`src/sv/scp_pkg.sv`:
```
// Shared types and constants for the sample clock period picker.
package scp_pkg;

  localparam int CLOCK_REGS       = 4;
  localparam int TOP_SHIFT        = 3;
  localparam int MAX_CLOCKS_DEF   = 4;
  localparam int DIVISOR_STEPS_DEF = 4;

  localparam int PERIOD_W = 16;
  localparam int REQ_W    = 20;
  localparam int ACT_W    = 19;
  localparam int IDX_W    = 2;
  localparam int CNT_W    = 3;
  localparam int CFG_IDX_W = 3;

  typedef enum logic [CFG_IDX_W-1:0] {
    REG_PERIOD_0 = 3'd0,
    REG_PERIOD_1 = 3'd1,
    REG_PERIOD_2 = 3'd2,
    REG_PERIOD_3 = 3'd3,
    REG_COUNT    = 3'd4
  } reg_idx_t;

  typedef enum logic [1:0] {
    RND_NEAREST = 2'd0,
    RND_UP      = 2'd1,
    RND_DOWN    = 2'd2
  } round_mode_t;

  typedef enum logic [1:0] {
    ST_IDLE,
    ST_INIT,
    ST_WALK,
    ST_PICK
  } state_t;

  typedef struct packed {
    logic [REQ_W-1:0] requested_period;
    logic [1:0]       round_mode;
  } req_t;

  typedef struct packed {
    logic [ACT_W-1:0] actual_period;
    logic [IDX_W-1:0] clock_select;
    logic [1:0]       divisor_shift;
  } res_t;

  typedef struct packed {
    logic [CLOCK_REGS-1:0][PERIOD_W-1:0] period;
    logic [CNT_W-1:0]                    count;
  } cfg_t;

  typedef struct packed {
    logic take_up;
    logic take_dn;
  } cand_t;

endpackage

```
`src/sv/scp_cfg_regs.sv`:
```
// Configuration register file: master clock periods and clock count.
module scp_cfg_regs (
  input  logic                       clk,
  input  logic                       rst,
  input  logic                       cfg_valid,
  output logic                       cfg_ready,
  input  logic [scp_pkg::CFG_IDX_W-1:0] cfg_index,
  input  logic [scp_pkg::PERIOD_W-1:0]  cfg_data,
  output scp_pkg::cfg_t              cfg
);
  import scp_pkg::*;

  assign cfg_ready = 1'b1;

  always_ff @(posedge clk) begin
    if (rst) begin
      cfg.period[0] <= 16'd31250;
      cfg.period[1] <= 16'd22676;
      cfg.period[2] <= 16'd20833;
      cfg.period[3] <= 16'd19531;
      cfg.count     <= 3'd4;
    end else if (cfg_valid && cfg_ready) begin
      case (reg_idx_t'(cfg_index))
        REG_PERIOD_0: cfg.period[0] <= cfg_data;
        REG_PERIOD_1: cfg.period[1] <= cfg_data;
        REG_PERIOD_2: cfg.period[2] <= cfg_data;
        REG_PERIOD_3: cfg.period[3] <= cfg_data;
        REG_COUNT:    cfg.count     <= cfg_data[CNT_W-1:0];
        default: ;
      endcase
    end
  end

endmodule

```
`src/sv/scp_cand_unit.sv`:
```
// Shared compare unit: scales one clock period and tests it against both candidates.
module scp_cand_unit (
  input  logic [scp_pkg::PERIOD_W-1:0] period,
  input  logic [1:0]                   shift,
  input  logic [scp_pkg::ACT_W-1:0]    req,
  input  logic [scp_pkg::ACT_W-1:0]    up,
  input  logic [scp_pkg::ACT_W-1:0]    dn,
  output logic [scp_pkg::ACT_W-1:0]    scaled,
  output scp_pkg::cand_t               cand
);
  import scp_pkg::*;

  assign scaled       = {3'b000, period} << shift;
  assign cand.take_up = (scaled < up) && (scaled >= req);
  assign cand.take_dn = (scaled > dn) && (scaled <= req);

endmodule

```
`src/sv/scp_seq.sv`:
```
// Sequencer: clamps the request, walks divisor/clock pairs, then rounds.
module scp_seq #(
  parameter int MAX_CLOCKS    = scp_pkg::MAX_CLOCKS_DEF,
  parameter int DIVISOR_STEPS = scp_pkg::DIVISOR_STEPS_DEF
) (
  input  logic          clk,
  input  logic          rst,
  input  logic          start,
  output logic          busy,
  input  scp_pkg::req_t request,
  input  scp_pkg::cfg_t cfg,
  output logic          result_strobe,
  output scp_pkg::res_t result
);
  import scp_pkg::*;

  localparam int CLK_LIMIT   = (MAX_CLOCKS < CLOCK_REGS) ? MAX_CLOCKS : CLOCK_REGS;
  localparam int SHIFT_STEPS = (DIVISOR_STEPS < TOP_SHIFT + 1) ? DIVISOR_STEPS : TOP_SHIFT + 1;
  localparam logic [1:0] S_LAST = 2'(SHIFT_STEPS - 1);

  state_t state, state_next;

  logic [REQ_W-1:0] req_raw;
  logic [1:0]       mode;
  logic [ACT_W-1:0] req;
  logic [ACT_W-1:0] up, dn;
  logic [IDX_W-1:0] up_idx, dn_idx;
  logic [1:0]       up_sh, dn_sh;
  logic [IDX_W-1:0] c;
  logic [1:0]       s;

  logic [CNT_W-1:0] n_clk;
  logic [IDX_W-1:0] last;
  logic [ACT_W-1:0] up_init, dn_init, req_clamp;
  logic [REQ_W-1:0] req_lo;
  logic [ACT_W-1:0] scaled;
  cand_t            cand;
  logic             zero_clk, row_end;
  logic signed [ACT_W+1:0] d_up, d_dn;
  logic [ACT_W-1:0] chosen;

  // usable clock count, at least one
  always_comb begin
    n_clk = cfg.count;
    if (n_clk == '0) n_clk = CNT_W'(1);
    if (n_clk > CNT_W'(CLK_LIMIT)) n_clk = CNT_W'(CLK_LIMIT);
    last = IDX_W'(n_clk - CNT_W'(1));
  end

  always_comb begin
    up_init = {cfg.period[0], 3'b000};
    dn_init = {3'b000, cfg.period[last]};
    req_lo  = (req_raw < {4'b0000, dn_init[PERIOD_W-1:0]}) ?
              {4'b0000, dn_init[PERIOD_W-1:0]} : req_raw;
    req_clamp = (req_lo > {1'b0, up_init}) ? up_init : req_lo[ACT_W-1:0];
  end

  scp_cand_unit u_cand (
    .period (cfg.period[c]),
    .shift  (s),
    .req    (req),
    .up     (up),
    .dn     (dn),
    .scaled (scaled),
    .cand   (cand)
  );

  assign zero_clk = (cfg.period[c] == '0);
  assign row_end  = zero_clk || (c == last);

  always_comb begin
    d_up = $signed({2'b00, up}) - $signed({2'b00, req});
    d_dn = $signed({2'b00, req}) - $signed({2'b00, dn});
    case (round_mode_t'(mode))
      RND_UP:   chosen = up;
      RND_DOWN: chosen = dn;
      default:  chosen = (d_up < d_dn) ? up : dn;
    endcase
  end

  assign busy = (state != ST_IDLE);

  always_ff @(posedge clk) begin
    if (rst) state <= ST_IDLE;
    else     state <= state_next;
  end

  always_comb begin
    state_next = state;
    case (state)
      ST_IDLE: if (start) state_next = ST_INIT;
      ST_INIT: state_next = ST_WALK;
      ST_WALK: if (row_end && (s == S_LAST)) state_next = ST_PICK;
      ST_PICK: state_next = ST_IDLE;
      default: state_next = ST_IDLE;
    endcase
  end

  always_ff @(posedge clk) begin
    if (rst) result_strobe <= 1'b0;
    else     result_strobe <= (state == ST_PICK);
  end

  always_ff @(posedge clk) begin
    case (state)
      ST_IDLE: begin
        if (start) begin
          req_raw <= request.requested_period;
          mode    <= request.round_mode;
        end
      end
      ST_INIT: begin
        req    <= req_clamp;
        up     <= up_init;
        up_idx <= '0;
        up_sh  <= 2'(TOP_SHIFT);
        dn     <= dn_init;
        dn_idx <= last;
        dn_sh  <= '0;
        c      <= '0;
        s      <= '0;
      end
      ST_WALK: begin
        if (!zero_clk && cand.take_up) begin
          up     <= scaled;
          up_idx <= c;
          up_sh  <= s;
        end
        if (!zero_clk && cand.take_dn) begin
          dn     <= scaled;
          dn_idx <= c;
          dn_sh  <= s;
        end
        if (row_end) begin
          c <= '0;
          s <= s + 2'd1;
        end else begin
          c <= c + IDX_W'(1);
        end
      end
      ST_PICK: begin
        result.actual_period <= chosen;
        result.clock_select  <= (chosen == up) ? up_idx : dn_idx;
        result.divisor_shift <= (chosen == up) ? up_sh : dn_sh;
      end
      default: ;
    endcase
  end

  a_strobe_single: assert property (@(posedge clk) disable iff (rst)
    result_strobe |=> !result_strobe)
    else $error("result strobe held for more than one cycle");

  a_accept_busy: assert property (@(posedge clk) disable iff (rst)
    (start && !busy) |=> (busy && state == ST_INIT))
    else $error("accepted request did not start the sequence");

  a_up_above_req: assert property (@(posedge clk) disable iff (rst)
    (state == ST_WALK || state == ST_PICK) |-> (up >= req))
    else $error("upper candidate below clamped request");

  a_result_cand: assert property (@(posedge clk) disable iff (rst)
    (state == ST_PICK) |=> (result.actual_period == $past(up) ||
                           result.actual_period == $past(dn)))
    else $error("result is neither candidate");

endmodule

```
`src/sv/sample_clock_period_picker.sv`:
```
// Top level of the sample clock period picker.
//
//  channel   | handshake              | payload
//  ----------+------------------------+------------------------------------
//  request   | start / busy           | request (requested_period, round_mode)
//  result    | result_strobe          | result (actual_period, clock_select,
//            |                        |         divisor_shift)
//  config    | cfg_valid / cfg_ready  | cfg_index, cfg_data
//
// A request steps through the INIT, WALK and PICK states; in WALK the single compare
// unit tests one clock/divisor pair per cycle.
// busy is high from the cycle after acceptance until the result is driven.
// The result strobe lasts one cycle; the receiver cannot stall it.
// Reset restores the default clock table; cfg_ready is always high.
module sample_clock_period_picker #(
  parameter int MAX_CLOCKS    = scp_pkg::MAX_CLOCKS_DEF,
  parameter int DIVISOR_STEPS = scp_pkg::DIVISOR_STEPS_DEF
) (
  input  logic                          clk,
  input  logic                          rst,
  input  logic                          start,
  output logic                          busy,
  input  scp_pkg::req_t                 request,
  output logic                          result_strobe,
  output scp_pkg::res_t                 result,
  input  logic                          cfg_valid,
  output logic                          cfg_ready,
  input  logic [scp_pkg::CFG_IDX_W-1:0] cfg_index,
  input  logic [scp_pkg::PERIOD_W-1:0]  cfg_data
);
  import scp_pkg::*;

  cfg_t cfg;

  scp_cfg_regs u_cfg (
    .clk       (clk),
    .rst       (rst),
    .cfg_valid (cfg_valid),
    .cfg_ready (cfg_ready),
    .cfg_index (cfg_index),
    .cfg_data  (cfg_data),
    .cfg       (cfg)
  );

  scp_seq #(
    .MAX_CLOCKS    (MAX_CLOCKS),
    .DIVISOR_STEPS (DIVISOR_STEPS)
  ) u_seq (
    .clk           (clk),
    .rst           (rst),
    .start         (start),
    .busy          (busy),
    .request       (request),
    .cfg           (cfg),
    .result_strobe (result_strobe),
    .result        (result)
  );

endmodule
```
`config.mk`:
```
export PLATFORM = sky130hd
export DESIGN_NAME = sample_clock_period_picker
export DESIGN_NICKNAME = d
export VERILOG_FILES = /design/src/sv/scp_pkg.sv /design/src/sv/scp_cfg_regs.sv /design/src/sv/scp_cand_unit.sv /design/src/sv/scp_seq.sv /design/src/sv/sample_clock_period_picker.sv
export SDC_FILE = /design/constraint.sdc
export NUM_CORES = 1
export LEC_CHECK = 0
export BUFFER_PORTS_ARGS = -buffer_cell sky130_fd_sc_hd__buf_2
export CORE_MARGIN = 5
export CORE_UTILIZATION = 40
export CTS_BUF_LIST = sky130_fd_sc_hd__clkbuf_8
export DETAILED_ROUTE_END_ITERATION = 8
export PLACE_DENSITY = 0.61
export SYNTH_ARGS = -nofsm -noshare
export SYNTH_HDL_FRONTEND = slang
export SYNTH_SLANG_ARGS = --single-unit
```
`constraint.sdc`:
```
create_clock -name clk -period 7.5 [get_ports clk]
set_input_delay 0.375 -clock clk [delete_from_list [all_inputs] [get_ports clk]]
set_output_delay 0.375 -clock clk [all_outputs]
set_load 0.01 [all_outputs]
```
# After elaboration in Yosys (flattened, before gate mapping)
# Cells that the tools add are included.
# Widths: inputs -> output; s select.
# word_totals
ff_bits	184
in_bits	45
output_inout_bits	26
word_cells	109
# classes
add_sub_neg	5
n_lt_le_gt_ge	10
n_eq_ne	17
shift	1
muxes	31
reduce_logical	23
# op_table
cell	count
$pmux 19 s2	3
$mux 19	4
$bmux 16 s2	2
$sub 19x19->20	2
$mux 16	2
$pmux 2 s2	6
$mux 2	11
$lt 21x21->1	1
$gt 20x19->1	1
$lt 20x16->1	1
$mux 20	1
$reduce_and 2->1	10
$eq 19x19->1	1
$ge 19x19->1	1
$gt 19x19->1	1
$le 19x19->1	1
$lt 19x19->1	1
$shl 16x2->19	1
$logic_not 16->1	1
$eq 2x2->1 const B	4
$ne 2x1->1 const B	4
$pmux 2 s4	1
$eq 3x2->1 const B	2
$logic_not 3->1	2
other kinds (15)	23

# Depth between registers and ports, before layout
# Gate-level depths: netlist of run 1.
# logic_depth
depth_word	11
ltp_mapped	23
depth_no_buf	18

# Cells and area by module
# A second synthesis of run 1 with hierarchy kept.
# hier_totals
cells_unflattened	1376
hier_area_um2	13444.1
# by_module_without_submodules
module	instances	cells_each	area_each_um2	seq_area_each_um2
scp_seq	1	873	8897.3	3483.3
scp_cfg_regs	1	262	2705.1	1341.3
scp_cand_unit	1	241	1841.8	0.0

# Worst setup path before layout of run 1
# OpenSTA, ideal clock, no wires.
# synth_timing
kind	register to register
start	register, netlist name u_cfg.cfg[1]
end	register u_seq.req[11], data pin
setup_time_ps	260
arrival_ps	4812
t_required_ps	7240
slack_ps	2427
path_stages_with_launch	21
synth_period_minus_slack_ps	5073
cell_sequence	dfxtp_1 clkbuf_1 buf_1 nor2_1 a211oi_1 a21oi_1 ha_1 a21oi_1 o21ai_0 a2111oi_1 o21ai_0 buf_2 mux2i_1 ha_1 nand3_1 or4_1 nor3_1 o2111a_1 a311oi_4 buf_6 mux2_4
# synth_via
elab_chain_len	11
# synth_lines
element	line	rtl
$logic_not 3->1	scp_seq.sv:45	if (n_clk == '0) n_clk = CNT_W'(1);
$mux 3 *	scp_seq.sv:45	
$gt 3x3->1	scp_seq.sv:46	if (n_clk > CNT_W'(CLK_LIMIT)) n_clk = CNT_W'(CLK_LIMIT);
$mux 2 *	scp_seq.sv:46	
$sub 2x1->2 *	scp_seq.sv:47	last = IDX_W'(n_clk - CNT_W'(1));
$bmux 16 s2 *	scp_seq.sv:52	dn_init = {3'b000, cfg.period[last]};
$mux 16 (not written as such) *	scp_seq.sv:52	
$lt 20x16->1	scp_seq.sv:53	req_lo = (req_raw < {4'b0000, dn_init[PERIOD_W-1:0]}) ?
$mux 20 *	scp_seq.sv:53	
$gt 20x19->1	scp_seq.sv:55	req_clamp = (req_lo > {1'b0, up_init}) ? up_init : req_lo[ACT_W-1:0];
$mux 19 *	scp_seq.sv:55	
via u_seq.req_clamp[11]	scp_seq.sv:34	logic [ACT_W-1:0] up_init, dn_init, req_clamp;
to (signal assigned)	scp_seq.sv:113	req <= req_clamp;
to (decl)	scp_seq.sv:25	logic [ACT_W-1:0] req;
# Mark *: on every way through the listed nets, which the timed path passes. The rest lies on a longest branch. The select of a mux whose other input is x is not followed.
# A chain may end at the register's enable or synchronous reset.

# Worst setup path after layout of run 1
# layout_timing
start	register, netlist name u_cfg.cfg[1]
end	register u_seq.req[15], data pin
# layout_via
elab_chain_len	11
# layout_lines
element	line
$logic_not 3->1	scp_seq.sv:45
$mux 3 *	scp_seq.sv:45
$gt 3x3->1	scp_seq.sv:46
$mux 2 *	scp_seq.sv:46
$sub 2x1->2 *	scp_seq.sv:47
$bmux 16 s2 *	scp_seq.sv:52
$mux 16 (not written as such) *	scp_seq.sv:52
$lt 20x16->1	scp_seq.sv:53
$mux 20 *	scp_seq.sv:53
$gt 20x19->1	scp_seq.sv:55
$mux 19 *	scp_seq.sv:55
via u_seq.req_clamp[15]	scp_seq.sv:34
# Marks and branches as above.

==> results by group, run 1 <==
Detailed routing
  • Drt pass-1 iters: 7
  • DRC viols: 0
  • DRT antenna net count: 0
  • DR WL/cell: 20.54 microns
  • Vias/cell: 5.653
  • DR iter-0 viols: 972
  • Routed via count: 10628
  • Detailed Route WL: a little under 40000 microns

Flow run
  • Max Cap Viol: 0

STA
  • Hold Vio Cnt, Final: 0
  • Skew final: 18.12 ps
  • F_max: 0.1585 GHz
  • Headroom to the max-slew limit: 20.74%
  • Worst-Margin Slew: between 1000 and 1500 ps
  • Final setup fails: 0
  • RSZ-0062 raised after global routing: no
  • Min Clock Period, post-route: 6310 ps
  • TNS Setup: 0 ps
  • Final worst path period share: 84.13%
  • Max Slew Vio Count: 0

Setup path
  • Crit path kind: flip-flop to flip-flop
  • CP required: 7760 ps
  • CP Max Fanout: 18
  • Crit. End Element: flip-flop
  • CP Launch Type: flip-flop
  • Critical Path AT: roughly 6600 ps
  • R2R Setup Slk: around 1200 ps

Power
  • Total Power: 6.030 mW
  • PD cells: between 400 and 500 mW/mm^2
  • Static leakage power: 6.108 nW
  • Maximum vdd drop: between 0.2 and 0.25 mV

Floorplan
  • Die Span X: 190.9 microns
  • Rows: 66
  • # IOs: 71
  • Initial cell density of the core: about two fifths
  • Core Area: 0.03245 sq mm
  • Die outline height: about 190 microns
  • Die area: 0.03642 sq mm

Placement
  • Final HPWL DP: 30390 microns
  • RePlAce Congestion: approximately 0.94
  • Port bufs: 69

Layout
  • Fillers: 3151
  • Most common cell after layout, fill and taps aside: nand2_1
  • ANT cells: 0
  • Layout cell share with drive strength beyond 1: a little under an eighth
  • Most frequent cells in the layout: nand2_1 (172), ha_1 (151), edfxtp_1 (114)
  • Nets@finish: 1623
  • Area growth syn-to-layout: 9.459%

Logic synthesis
  • #FFs+latches synth: 184
  • Synth warn: 0
  • Sequential-to-total area share from yosys stat: roughly 37%
  • Area leader, netlist: edfxtp_1
  • Syn Nets: between 1500 and 2000
  • Largest cells by area after synthesis: edfxtp_1 (26%), ha_1 (14%), dfxtp_1 (11%), nand2_1 (4.9%), a21oi_1 (4.1%)
  • Post-synth top flop: edfxtp_1
  • Synth cell types: between 60 and 70
  • Synth top area share: 26.17%
  • Syn_area_per_cell: 9.515 sq um
  • EDFF count, synth: 114
  • Asr flop ratio synth: 0%
  • Synth Cell Area: 0.01308 sq mm
  • Syn Inst Count: around 1400

Clocking
  • Maximum clock path buffer count: 2
  • Clock root cell: clkbuf_8
  • Clock tree from TritonCTS: built
  • TritonCTS buffer count: 17
  • Register clock-pin slew on the reported worst setup and hold paths: approximately 110 ps
  • H-tree depth: 4
  • Sinks on Clock Net: 184
  • Postcts setup bufs: 0
  • Worst-Skew Late Latency: 510 ps

Global routing
  • Remaining global-route overflow: 0
  • First-pass GRT wire length: a little under 60000 microns
  • Number of global-route vias before repair: roughly 10000
  • Largest net degree at the start of global routing: 71
  • GRT Overall Usage: 21.14%
  • Initial antenna violation count: 0

Min path
  • Hold Path Class: primary input to flip-flop

Run status
  • Status: finished clean
[report_power, final]
group	internal, mW	total [mW]	switching, mW
clock	0.258	0.707	0.449
combinational	1.52	3.66	2.14
sequential	1.41	1.66	0.247
total	3.19	6.03	2.84
[metrics by stage]
stage | utilization (%) | hold WS [ps] | std cells | area, sq um | setup WS [ps]
3_3_place_gp | 42.71 | 461.8 | 1843 | 13860 | 1421
4_1_cts | 44.06 | 7.497 | 1878 | 14300 | 1164
3_5_place_dp | 42.71 | 468.0 | 1843 | 13860 | 1236
5_1_grt | 44.12 | 1.223 | 1880 | 14320 | 806.1
2_1_floorplan | - | 441.1 | 1375 | 13080 | 2427
6_report | 44.12 | 40.92 | 1880 | 14320 | 1190
[registers in the layout, summed over array words and instances, names as in the netlist, 2 cells and up]
name           cells
u_seq.up_sh        2
u_seq.c            2
u_seq.result      23
u_seq.mode         2
u_seq.up          19
u_seq.up_idx       2
u_seq.req         19
u_seq.state        2
u_seq.dn_sh        2
u_seq.dn_idx       2
u_seq.req_raw     20
u_cfg.cfg         67
u_seq.dn          19
u_seq.s            2
[critical path, stage by stage, from the launching register on]
cell,delay [ps]
dfxtp_1,470
nor2b_1,320
nand2_1,300
o21ai_0,500
ha_1,340
nand3_1,80
a21boi_0,110
a2111oi_1,690
o21ai_2,380
buf_4,300
mux2i_1,150
ha_1,340
nand3_1,100
or4_1,570
nor3_1,410
o2111a_1,310
a311oi_4,60
buf_4,270
mux2_4,320
[layout make-up]
| class | count | area (sq um) | area share [%] |
|---|---|---|---|
| Clock buffer | 17 | 234.0 | 1.634 |
| Clock inverter | 15 | 176.4 | 1.232 |
| Inverter | 106 | 397.9 | 2.779 |
| Multi-Input combinational cell | 1027 | 7626 | 53.25 |
| Sequential cell | 184 | 4825 | 33.69 |
| Tap cell | 442 | 553.0 | 3.862 |
| Timing Repair Buffer | 89 | 508.0 | 3.547 |
[kinds of logic (layout without fill, tap and decap cells)]
group	Yosys count	after routing	share of synthesized area, %
flops	184	184	36.88
xor+xnor	31	31	2.075
simple gates	400	400	14.83
buf+inv	164	227	4.916
fa+ha+maj	153	153	14.75
mux	77	77	8.196
compound gates	365	365	18.32
other cells	1	1	0.02866
[synthesized netlist by cell type (12+ instances only)]
| cell | number |
|---|---|
| a21oi_1 | 107 |
| nand4_1 | 13 |
| mux4_2 | 19 |
| o21ai_0 | 76 |
| o22ai_1 | 14 |
| ha_1 | 151 |
| and2_1 | 18 |
| nor2_1 | 61 |
| nor2b_1 | 24 |
| inv_1 | 103 |
| clkbuf_1 | 45 |
| a21o_1 | 31 |
| edfxtp_1 | 114 |
| mux2_2 | 19 |
| a211o_1 | 13 |
| a22o_1 | 19 |
| mux2i_1 | 31 |
| nand3b_1 | 28 |
| nor3_1 | 12 |
| dfxtp_1 | 70 |
| xor2_1 | 14 |
| xnor2_1 | 17 |
| nand2_1 | 172 |
| o21a_1 | 17 |
| a211oi_1 | 14 |
| nand3_1 | 15 |
| nand2b_1 | 18 |
[timing repair]
item,4_1_cts,5_1_grt
resized for setup,0,0
endpoints found under the setup margin,0,0
hold buffers,3,2
hold endpoints to repair,3,2
[layer usage]
| layer | global-route usage [%] | vias to the layer above | share of wire (%) |
|---|---|---|---|
| met5 | 0 | - | 0 |
| met4 | 8.895 | 0 | 4.2 |
| met3 | 3.753 | 80 | 4.9 |
| met2 | 33.69 | 327 | 45 |
| met1 | 28.42 | 5072 | 46 |
| li1 | - | 5149 | - |
[worst paths after layout]
check                        startpoint                    endpoint  depth (start not counted)
max           u_cfg.cfg[1]$_SDFFE_PP0P_     u_seq.req[15]$_DFFE_PP_                         18
min                          request[0]     u_seq.mode[0]$_DFFE_PP_                          1
max reg2reg   u_cfg.cfg[1]$_SDFFE_PP0P_     u_seq.req[15]$_DFFE_PP_                         18
min reg2reg  u_cfg.cfg[24]$_SDFFE_PP0P_  u_cfg.cfg[24]$_SDFFE_PP0P_                          2
Power figures use the tool's default switching activity.
==> run 2, diff against run 1 <==
clock period = 5.9 ns   (was 7.5 ns; I/O delays follow)
==> run 2 against run 1 <==
Effect of this change: total power is 28% higher; first-iteration DRC count is 10% lower; hold slack better by 27 ps; core utilization is 0.72 points higher; worst setup slack worse by 860 ps; flip-flop and latch count stayed put; combinational power is 29% higher; clock-buffer cell count stayed put; clock skew is 5.7 ps higher; highest routed layer unchanged; critical path depth is 1 higher; wire length is 1.3% higher; clock power is 22% higher.
==> results by group, run 2 (synthesis gave the netlist of run 1 again) <==
Clocking
  • Maximum clock path buffer count: 2 (unchanged)
  • Sinks on Clock Net: 184 (unchanged)
  • TritonCTS buffer count: 17 (unchanged)
  • Postcts setup bufs: 0 (unchanged)
  • Clock root cell: clkbuf_8 (unchanged)
  • Worst-Skew Late Latency: 500 ps (was 510 ps)
  • Clock tree from TritonCTS: built (unchanged)
  • H-tree depth: 4 (unchanged)
  • Register clock-pin slew on the reported worst setup and hold paths: 120 ps (was 110 ps)

Power
  • Switch Pwr: 3.574 mW (was 2.840 mW)
  • Total Power: 7.695 mW (was 6.030 mW)
  • Clock power share: 11.2% (was 11.7%)
  • Comb pwr share: 61.3% (was 60.8%)
  • Int Pwr: 4.120 mW (was 3.190 mW)
  • Sw Share: 46.45% (was 47.10%)
  • Static leakage power: 6.235 nW (was 6.108 nW)
  • PD cells: 528.8 mW/mm^2 (was 421.1 mW/mm^2)
  • Flop pwr share: 27.5% (about the same)
  • Maximum vdd drop: 0.2537 mV (was 0.2021 mV)

Floorplan
  • # IOs: 71 (unchanged)
  • Core Area: 0.03245 sq mm (unchanged)
  • Rows: 66 (unchanged)
  • Die outline height: 190.9 microns (unchanged)
  • Die Span X: 190.9 microns (unchanged)
  • Initial cell density of the core: 40.31% (unchanged)
  • Die area: 0.03642 sq mm (unchanged)

STA
  • Min Clock Period, post-route: 5572 ps (was 6310 ps)
  • Max Slew Vio Count: 0 (unchanged)
  • Headroom to the max-slew limit: 20.61% (was 20.74%)
  • Hold WS: 67.92 ps (was 40.92 ps)
  • PnR worst setup slack: 328.0 ps (was 1190 ps)
  • Final setup fails: 0 (unchanged)
  • F_max: 0.1795 GHz (was 0.1585 GHz)
  • Final worst path period share: 94.44% (was 84.13%)
  • Skew final: 23.83 ps (was 18.12 ps)
  • Hold Vio Cnt, Final: 0 (unchanged)
  • TNS Setup: 0 ps (unchanged)
  • Worst-Margin Slew: 1191 ps (was 1189 ps)

Detailed routing
  • Routed via count: 10829 (was 10628)
  • DRC viols: 0 (unchanged)
  • Vias/cell: 5.670 (was 5.653)
  • DR WL/cell: 20.49 microns (was 20.54 microns)
  • DR iter-0 viols: 874 (was 972)
  • DRT antenna net count: 0 (unchanged)
  • Detailed Route WL: 39140 microns (was 38620 microns)
  • Drt pass-1 iters: 5 (was 7)

Setup path
  • RR Startpoint: u_cfg.cfg[1]$_SDFFE_PP0P_ (unchanged)
  • Crit. End Element: flip-flop (unchanged)
  • R2R Setup Slk: 330 ps (was 1190 ps)
  • Crit path kind: flip-flop to flip-flop (unchanged)
  • CP max stage cell: a211oi_1 (was a2111oi_1)
  • Crit path from: u_cfg.cfg[1]$_SDFFE_PP0P_ (unchanged)
  • CP Max Fanout: 18 (unchanged)
  • Max incr delay on CP: 450 ps (was 690 ps)
  • CP required: 6140 ps (was 7760 ps)
  • Cells on worst reg2reg path: 19 (was 18)
  • Critical Path Sink: u_seq.req[13]$_DFFE_PP_ (was u_seq.req[15]$_DFFE_PP_)
  • CP Launch Type: flip-flop (unchanged)
  • Buffers and inverters on the worst path: 2 (unchanged)
  • Critical Path AT: 5810 ps (was 6570 ps)
  • Crit path cell chain: nor2b_1 -> nand2_1 -> o221ai_1 -> ha_1 -> o21a_1 -> o221ai_1 -> a21oi_1 -> a211oi_1 -> o21ai_4 -> buf_4 -> mux2i_1 -> ha_1 -> nand2_1 -> or4_1 -> nor3_1 -> o2111a_1 -> a311oi_4 -> buf_4 -> mux2_4 (was nor2b_1 -> nand2_1 -> o21ai_0 -> ha_1 -> nand3_1 -> a21boi_0 -> a2111oi_1 -> o21ai_2 -> buf_4 -> mux2i_1 -> ha_1 -> nand3_1 -> or4_1 -> nor3_1 -> o2111a_1 -> a311oi_4 -> buf_4 -> mux2_4)
  • Crit path depth: 19 (was 18)
  • Crit-path leading delay family: compound AO/OA/AOI/OAI gates (unchanged)
  • Reg2reg end: u_seq.req[13]$_DFFE_PP_ (was u_seq.req[15]$_DFFE_PP_)

Layout
  • ANT cells: 0 (unchanged)
  • Nets@finish: 1653 (was 1623)
  • Area growth syn-to-layout: 11.24% (was 9.459%)
  • Most common cell after layout, fill and taps aside: nand2_1 (unchanged)
  • Top reg by flops: u_cfg.cfg (unchanged)
  • Biggest regs: u_cfg.cfg: 67 flops, u_seq.result: 23 flops, u_seq.req_raw: 20 flops (unchanged)
  • Largest register FFs: 67 (unchanged)
  • Most frequent cells in the layout: nand2_1 (172), ha_1 (151), edfxtp_1 (114) (unchanged)
  • Layout cell share with drive strength beyond 1: 12.40% (was 11.89%)
  • Fin area: 0.01455 sq mm (was 0.01432 sq mm)

Flow run
  • Max Cap Viol: 0 (unchanged)

Global routing
  • Largest net degree at the start of global routing: 71 (unchanged)
  • Initial antenna violation count: 0 (unchanged)
  • GRT Overall Usage: 21.30% (was 21.14%)
  • Number of global-route vias before repair: 10555 (was 10375)
  • First-pass GRT wire length: 60200 microns (was 59220 microns)
  • Remaining global-route overflow: 0 (unchanged)

Run status
  • Status: finished clean (unchanged)

Placement
  • Setup WS pre-CTS: 237.8 ps (was 1236 ps)
  • RePlAce Congestion: 0.9437 (was 0.9366)
  • Final HPWL DP: 30680 microns (was 30390 microns)
  • Placed Area: 0.01396 sq mm (was 0.01386 sq mm)
  • Port bufs: 69 (unchanged)

Min path
  • Hold Path Class: primary input to flip-flop (unchanged)
  • HP Start: cfg_data[12] (was request[0])
==> run 2: cell count changes in the layout (fill, tap and decap cells not counted), sizes merged <==
cell | previous run | this run
clkinvlp | 0 | 1
clkinv | 8 | 5
inv | 113 | 114
buf | 84 | 97
bufinv | 0 | 1
dlygate4sd3 | 5 | 22
==> run 2: worst reg2reg max path, cell delays in order, from the launching register on <==
cell,delay (ps)
dfxtp_1,400
nor2b_1,270
nand2_1,280
o221ai_1,380
ha_1,310
o21a_1,170
o221ai_1,170
a21oi_1,70
a211oi_1,450
o21ai_4,210
buf_4,260
mux2i_1,160
ha_1,310
nand2_1,50
or4_1,440
nor3_1,410
o2111a_1,310
a311oi_4,60
buf_4,260
mux2_4,330
==> run 2: routing by layer <==
metal  track usage [%]  wire length (microns)
met5                 0                      0
met2             34.57                  18100
met1             29.62                  17950
met3             2.307                   1776
met4             7.597                   1303
==> run 2: worst min-delay path by stage <==
stage,end,cells after the start
after floorplan,u_seq.mode[0]$_DFFE_PP_,0
after global placement,u_cfg.cfg[28]$_SDFFE_PP0P_,2
after detailed placement,u_cfg.cfg[44]$_SDFFE_PP0P_,2
after CTS,u_cfg.cfg[15]$_SDFFE_PP1P_,2
after global routing,u_cfg.cfg[15]$_SDFFE_PP1P_,2
final,u_cfg.cfg[15]$_SDFFE_PP1P_,2
==> run 2: cell type report <==
| type | instances | area, sq um |
|---|---|---|
| Tap cell | 442 | 553.0 |
| Sequential cell | 184 | 4825 |
| Multi-Input combinational cell | 1027 | 7639 |
| Inverter | 106 | 397.9 |
| Clock buffer | 17 | 234.0 |
| Clock inverter | 15 | 128.9 |
| Timing Repair Buffer | 119 | 775.7 |
| Fill cell | 3197 | 17900 |
==> run 2: repair_timing <==
item                                    CTS  global route
endpoints found under the setup margin    0            16
gates resized for setup                   0             3
hold buffers                             22             0
hold endpoints to repair                 22             0
==> run 2: power groups by stage <==
stage	logic (mW)	clock network [mW]	registers (mW)
2_1_floorplan	3.41	0	1.96
3_3_place_gp	4.57	0	2.13
3_5_place_dp	4.65	0	2.13
4_1_cts	4.69	0.875	2.10
5_1_grt	5.23	0.926	2.14
6_report	4.72	0.861	2.12
==> run 2: per-stage QoR <==
step / cells / utilization, %
5_1_grt: 1910 / 44.84
6_report: 1910 / 44.84
3_5_place_dp: 1856 / 43.01
2_1_floorplan: 1375 / -
3_3_place_gp: 1856 / 43.01
4_1_cts: 1910 / 44.80
==> run 3, diff against run 2 <==
--- a/config.mk
+++ b/config.mk
@@ -8,8 +8,8 @@
 export BUFFER_PORTS_ARGS = -buffer_cell sky130_fd_sc_hd__buf_2
 export CORE_MARGIN = 5
-export CORE_UTILIZATION = 40
+export CORE_UTILIZATION = 64
 export CTS_BUF_LIST = sky130_fd_sc_hd__clkbuf_8
 export DETAILED_ROUTE_END_ITERATION = 8
-export PLACE_DENSITY = 0.61
+export PLACE_DENSITY = 0.88
 export SYNTH_ARGS = -nofsm -noshare
 export SYNTH_HDL_FRONTEND = slang
==> constraint.sdc (replaced) <==
create_clock -name clk -period 5.9 [get_ports clk]
set_input_delay 0.59 -clock clk [delete_from_list [all_inputs] [get_ports clk]]
set_output_delay 0.59 -clock clk [all_outputs]
set_load 0.01 [all_outputs]
==> run 3 against run 2 <==
Effect of this change: fmax is 1.9% lower; register-to-register slack worse by 110 ps; clock-buffer cell count is 1 higher; first-iteration DRC count is 38% higher; hold slack better by 210 ps; total power is 1.4% lower; clock power is 2% lower.
==> results by group, run 3 (synthesis gave the netlist of run 1 again) <==
Run status
  • Status: finished clean (unchanged)

Layout
  • Layout cell share with drive strength beyond 1: 12.81% (was 12.40%)
  • Most frequent cells in the layout: nand2_1 (172), ha_1 (151), edfxtp_1 (114) (unchanged)
  • ANT cells: 0 (unchanged)
  • Post-route insts no fill: 1714 (was 1910)
  • Most common cell after layout, fill and taps aside: nand2_1 (unchanged)
  • Seq. cell area: 0.004825 sq mm (unchanged)
  • Fillers: 1574 (was 3197)
  • Nets@finish: 1629 (was 1653)
  • Top reg by flops: u_cfg.cfg (unchanged)
  • Area growth syn-to-layout: 8.043% (was 11.24%)
  • Largest register FFs: 67 (unchanged)
  • Fin util: 70.08% (was 44.84%)
  • Area of the multi-input gates: 0.007650 sq mm (was 0.007639 sq mm)
  • Biggest regs: u_cfg.cfg: 67 flops, u_seq.result: 23 flops, u_seq.req_raw: 20 flops (unchanged)

Detailed routing
  • DRT antenna net count: 0 (unchanged)
  • Detailed Route WL: 38480 microns (was 39140 microns)
  • Drt pass-1 iters: 8 (was 5)
  • Vias/cell: 6.511 (was 5.670)
  • DR WL/cell: 22.45 microns (was 20.49 microns)
  • DRC viols: 0 (unchanged)
  • Routed via count: 11160 (was 10829)
  • DR iter-0 viols: 1205 (was 874)

STA
  • PnR worst setup slack: 218.6 ps (was 328.0 ps)
  • Max Slew Vio Count: 0 (unchanged)
  • Min Clock Period, post-route: 5681 ps (was 5572 ps)
  • F_max: 0.1760 GHz (was 0.1795 GHz)
  • Final setup fails: 0 (unchanged)
  • Headroom to the max-slew limit: 18.55% (was 20.61%)
  • Skew final: 23.92 ps (was 23.83 ps)
  • Final worst path period share: 96.29% (was 94.44%)
  • Hold Vio Cnt, Final: 0 (unchanged)
  • Worst-Margin Slew: 1222 ps (was 1191 ps)
  • TNS Setup: 0 ps (unchanged)

Clocking
  • Maximum clock path buffer count: 2 (unchanged)
  • Worst-Skew Late Latency: 480 ps (was 500 ps)
  • Register clock-pin slew on the reported worst setup and hold paths: 100 ps (was 120 ps)
  • TritonCTS buffer count: 17 (unchanged)
  • H-tree depth: 4 (unchanged)
  • Clock tree from TritonCTS: built (unchanged)
  • Clock root cell: clkbuf_8 (unchanged)
  • Sinks on Clock Net: 184 (unchanged)

Setup path
  • Crit. End Element: flip-flop (unchanged)
  • Crit path kind: flip-flop to flip-flop (unchanged)
  • CP Max Fanout: 18 (unchanged)
  • CP Launch Type: flip-flop (unchanged)
  • CP required: 6120 ps (was 6140 ps)
  • Critical Path AT: 5900 ps (was 5810 ps)

Floorplan
  • Die Span X: 153.0 microns (was 190.9 microns)
  • Die outline height: 153.0 microns (was 190.9 microns)
  • Die area: 0.02340 sq mm (was 0.03642 sq mm)
  • Rows: 52 (was 66)
  • Core Area: 0.02017 sq mm (was 0.03245 sq mm)
  • # IOs: 71 (unchanged)
  • Initial cell density of the core: 64.86% (was 40.31%)

Power
  • Maximum vdd drop: 0.2302 mV (was 0.2537 mV)
  • Sw Share: 45.91% (was 46.45%)
  • Static leakage power: 6.142 nW (was 6.235 nW)
  • Clock power share: 11.1% (was 11.2%)
  • Switch Pwr: 3.485 mW (was 3.574 mW)
  • Int Pwr: 4.106 mW (was 4.120 mW)
  • Total Power: 7.591 mW (was 7.695 mW)
  • PD cells: 537.0 mW/mm^2 (was 528.8 mW/mm^2)
  • Comb pwr share: 60.3% (was 61.3%)
  • Flop pwr share: 28.6% (was 27.5%)

Min path
  • Hold Path Class: primary input to flip-flop (unchanged)

Global routing
  • Number of global-route vias before repair: 10638 (was 10555)
  • GRT Overall Usage: 32.35% (was 21.30%)
  • Largest net degree at the start of global routing: 71 (unchanged)
  • Initial antenna violation count: 0 (unchanged)
  • First-pass GRT wire length: 59330 microns (was 60200 microns)
  • Remaining global-route overflow: 0 (unchanged)

Flow run
  • Max Cap Viol: 0 (unchanged)

Placement
  • Final HPWL DP: 30560 microns (was 30680 microns)
  • Setup WS pre-CTS: 30.94 ps (was 237.8 ps)
  • RePlAce Congestion: 1.025 (was 0.9437)
  • Port bufs: 69 (unchanged)
  • DP Cell Count: 1682 (was 1856)
==> run 3: cell count changes in the layout (fill, tap and decap cells not counted) <==
cell and delta:
dlygate4sd3_1 -22, buf_4 -2, a211oi_2 +1, a211oi_1 -1, clkinv_4 +1, o221ai_2 +1
clkinvlp_4 -1, o21ai_0 -3, inv_4 +1, inv_8 +1, clkbuf_8 +1, o21ai_1 +3
o221ai_1 -1, inv_1 -3
==> run 3: area by class of cell <==
| class | count | share of cell area [%] |
|---|---|---|
| multi-input combinational | 1027 | 54.12 |
| sequential | 184 | 34.13 |
| timing repair buffer | 95 | 3.824 |
| inverter | 106 | 2.815 |
| tap | 270 | 2.390 |
| clock buffer | 18 | 1.753 |
| clock inverter | 14 | 0.9649 |
==> run 3: metal layers <==
metal	part of all wire, %	global-route usage [%]	wire length (microns)	vias up
met1	39	41.39	15080	5191
met4	6.4	17.23	2478	0
met2	46	53.45	17710	662
li1	-	-	-	5168
met3	8.4	4.580	3214	139
met5	0	0	0	-
==> run 3: path summary, 6_finish.rpt <==
path / startpoint / to / slack [ps] / cells past startpoint
setup / recovery: u_cfg.cfg[1]$_SDFFE_PP0P_ / u_seq.req[14]$_DFFE_PP_ / 220 / 17
hold / removal: request[2] / u_seq.req_raw[0]$_DFFE_PP_ / 280 / 1
setup reg to reg: u_cfg.cfg[1]$_SDFFE_PP0P_ / u_seq.req[14]$_DFFE_PP_ / 220 / 17
hold reg to reg: u_cfg.cfg[55]$_SDFFE_PP0P_ / u_cfg.cfg[55]$_SDFFE_PP0P_ / 480 / 2
==> run 3: what timing repair did <==
item	in CTS	in global routing
resized for setup	1	7
hold buffers	0	0
buffers inserted	0	0
endpoints found under the setup margin	5	18
pin swaps	0	0
==> run 3: metrics by stage <==
stage	hold slack, ps	area, sq um
after floorplan	441.1	13080
after global placement	459.8	13730
after detailed placement	467.1	13730
after CTS	264.8	14110
after global routing	261.3	14130
final	280.0	14130
==> run 3: worst max-delay path: stages (launching register included) <==
cell and delay [ps]:
dfxtp_1 450, nor2b_1 280, nand2_1 270, o21ai_0 400, ha_1 330, a21oi_1 150, a21boi_0 140, a2111oi_2 540
o21ai_4 220, mux2i_1 190, ha_1 330, nand3_1 110, or4_1 560, nor3_1 450, o2111a_1 330, a311oi_4 60
buf_4 250, mux2_4 320
==> run 3: power by group through the flow <==
stage,Combinational (mW),Clock [mW],Sequential [mW]
after floorplan,3.41,0,1.96
after global placement,4.31,0,2.17
after detailed placement,4.47,0,2.18
after CTS,4.50,0.844,2.15
after global routing,5.04,0.898,2.18
final,4.58,0.842,2.17
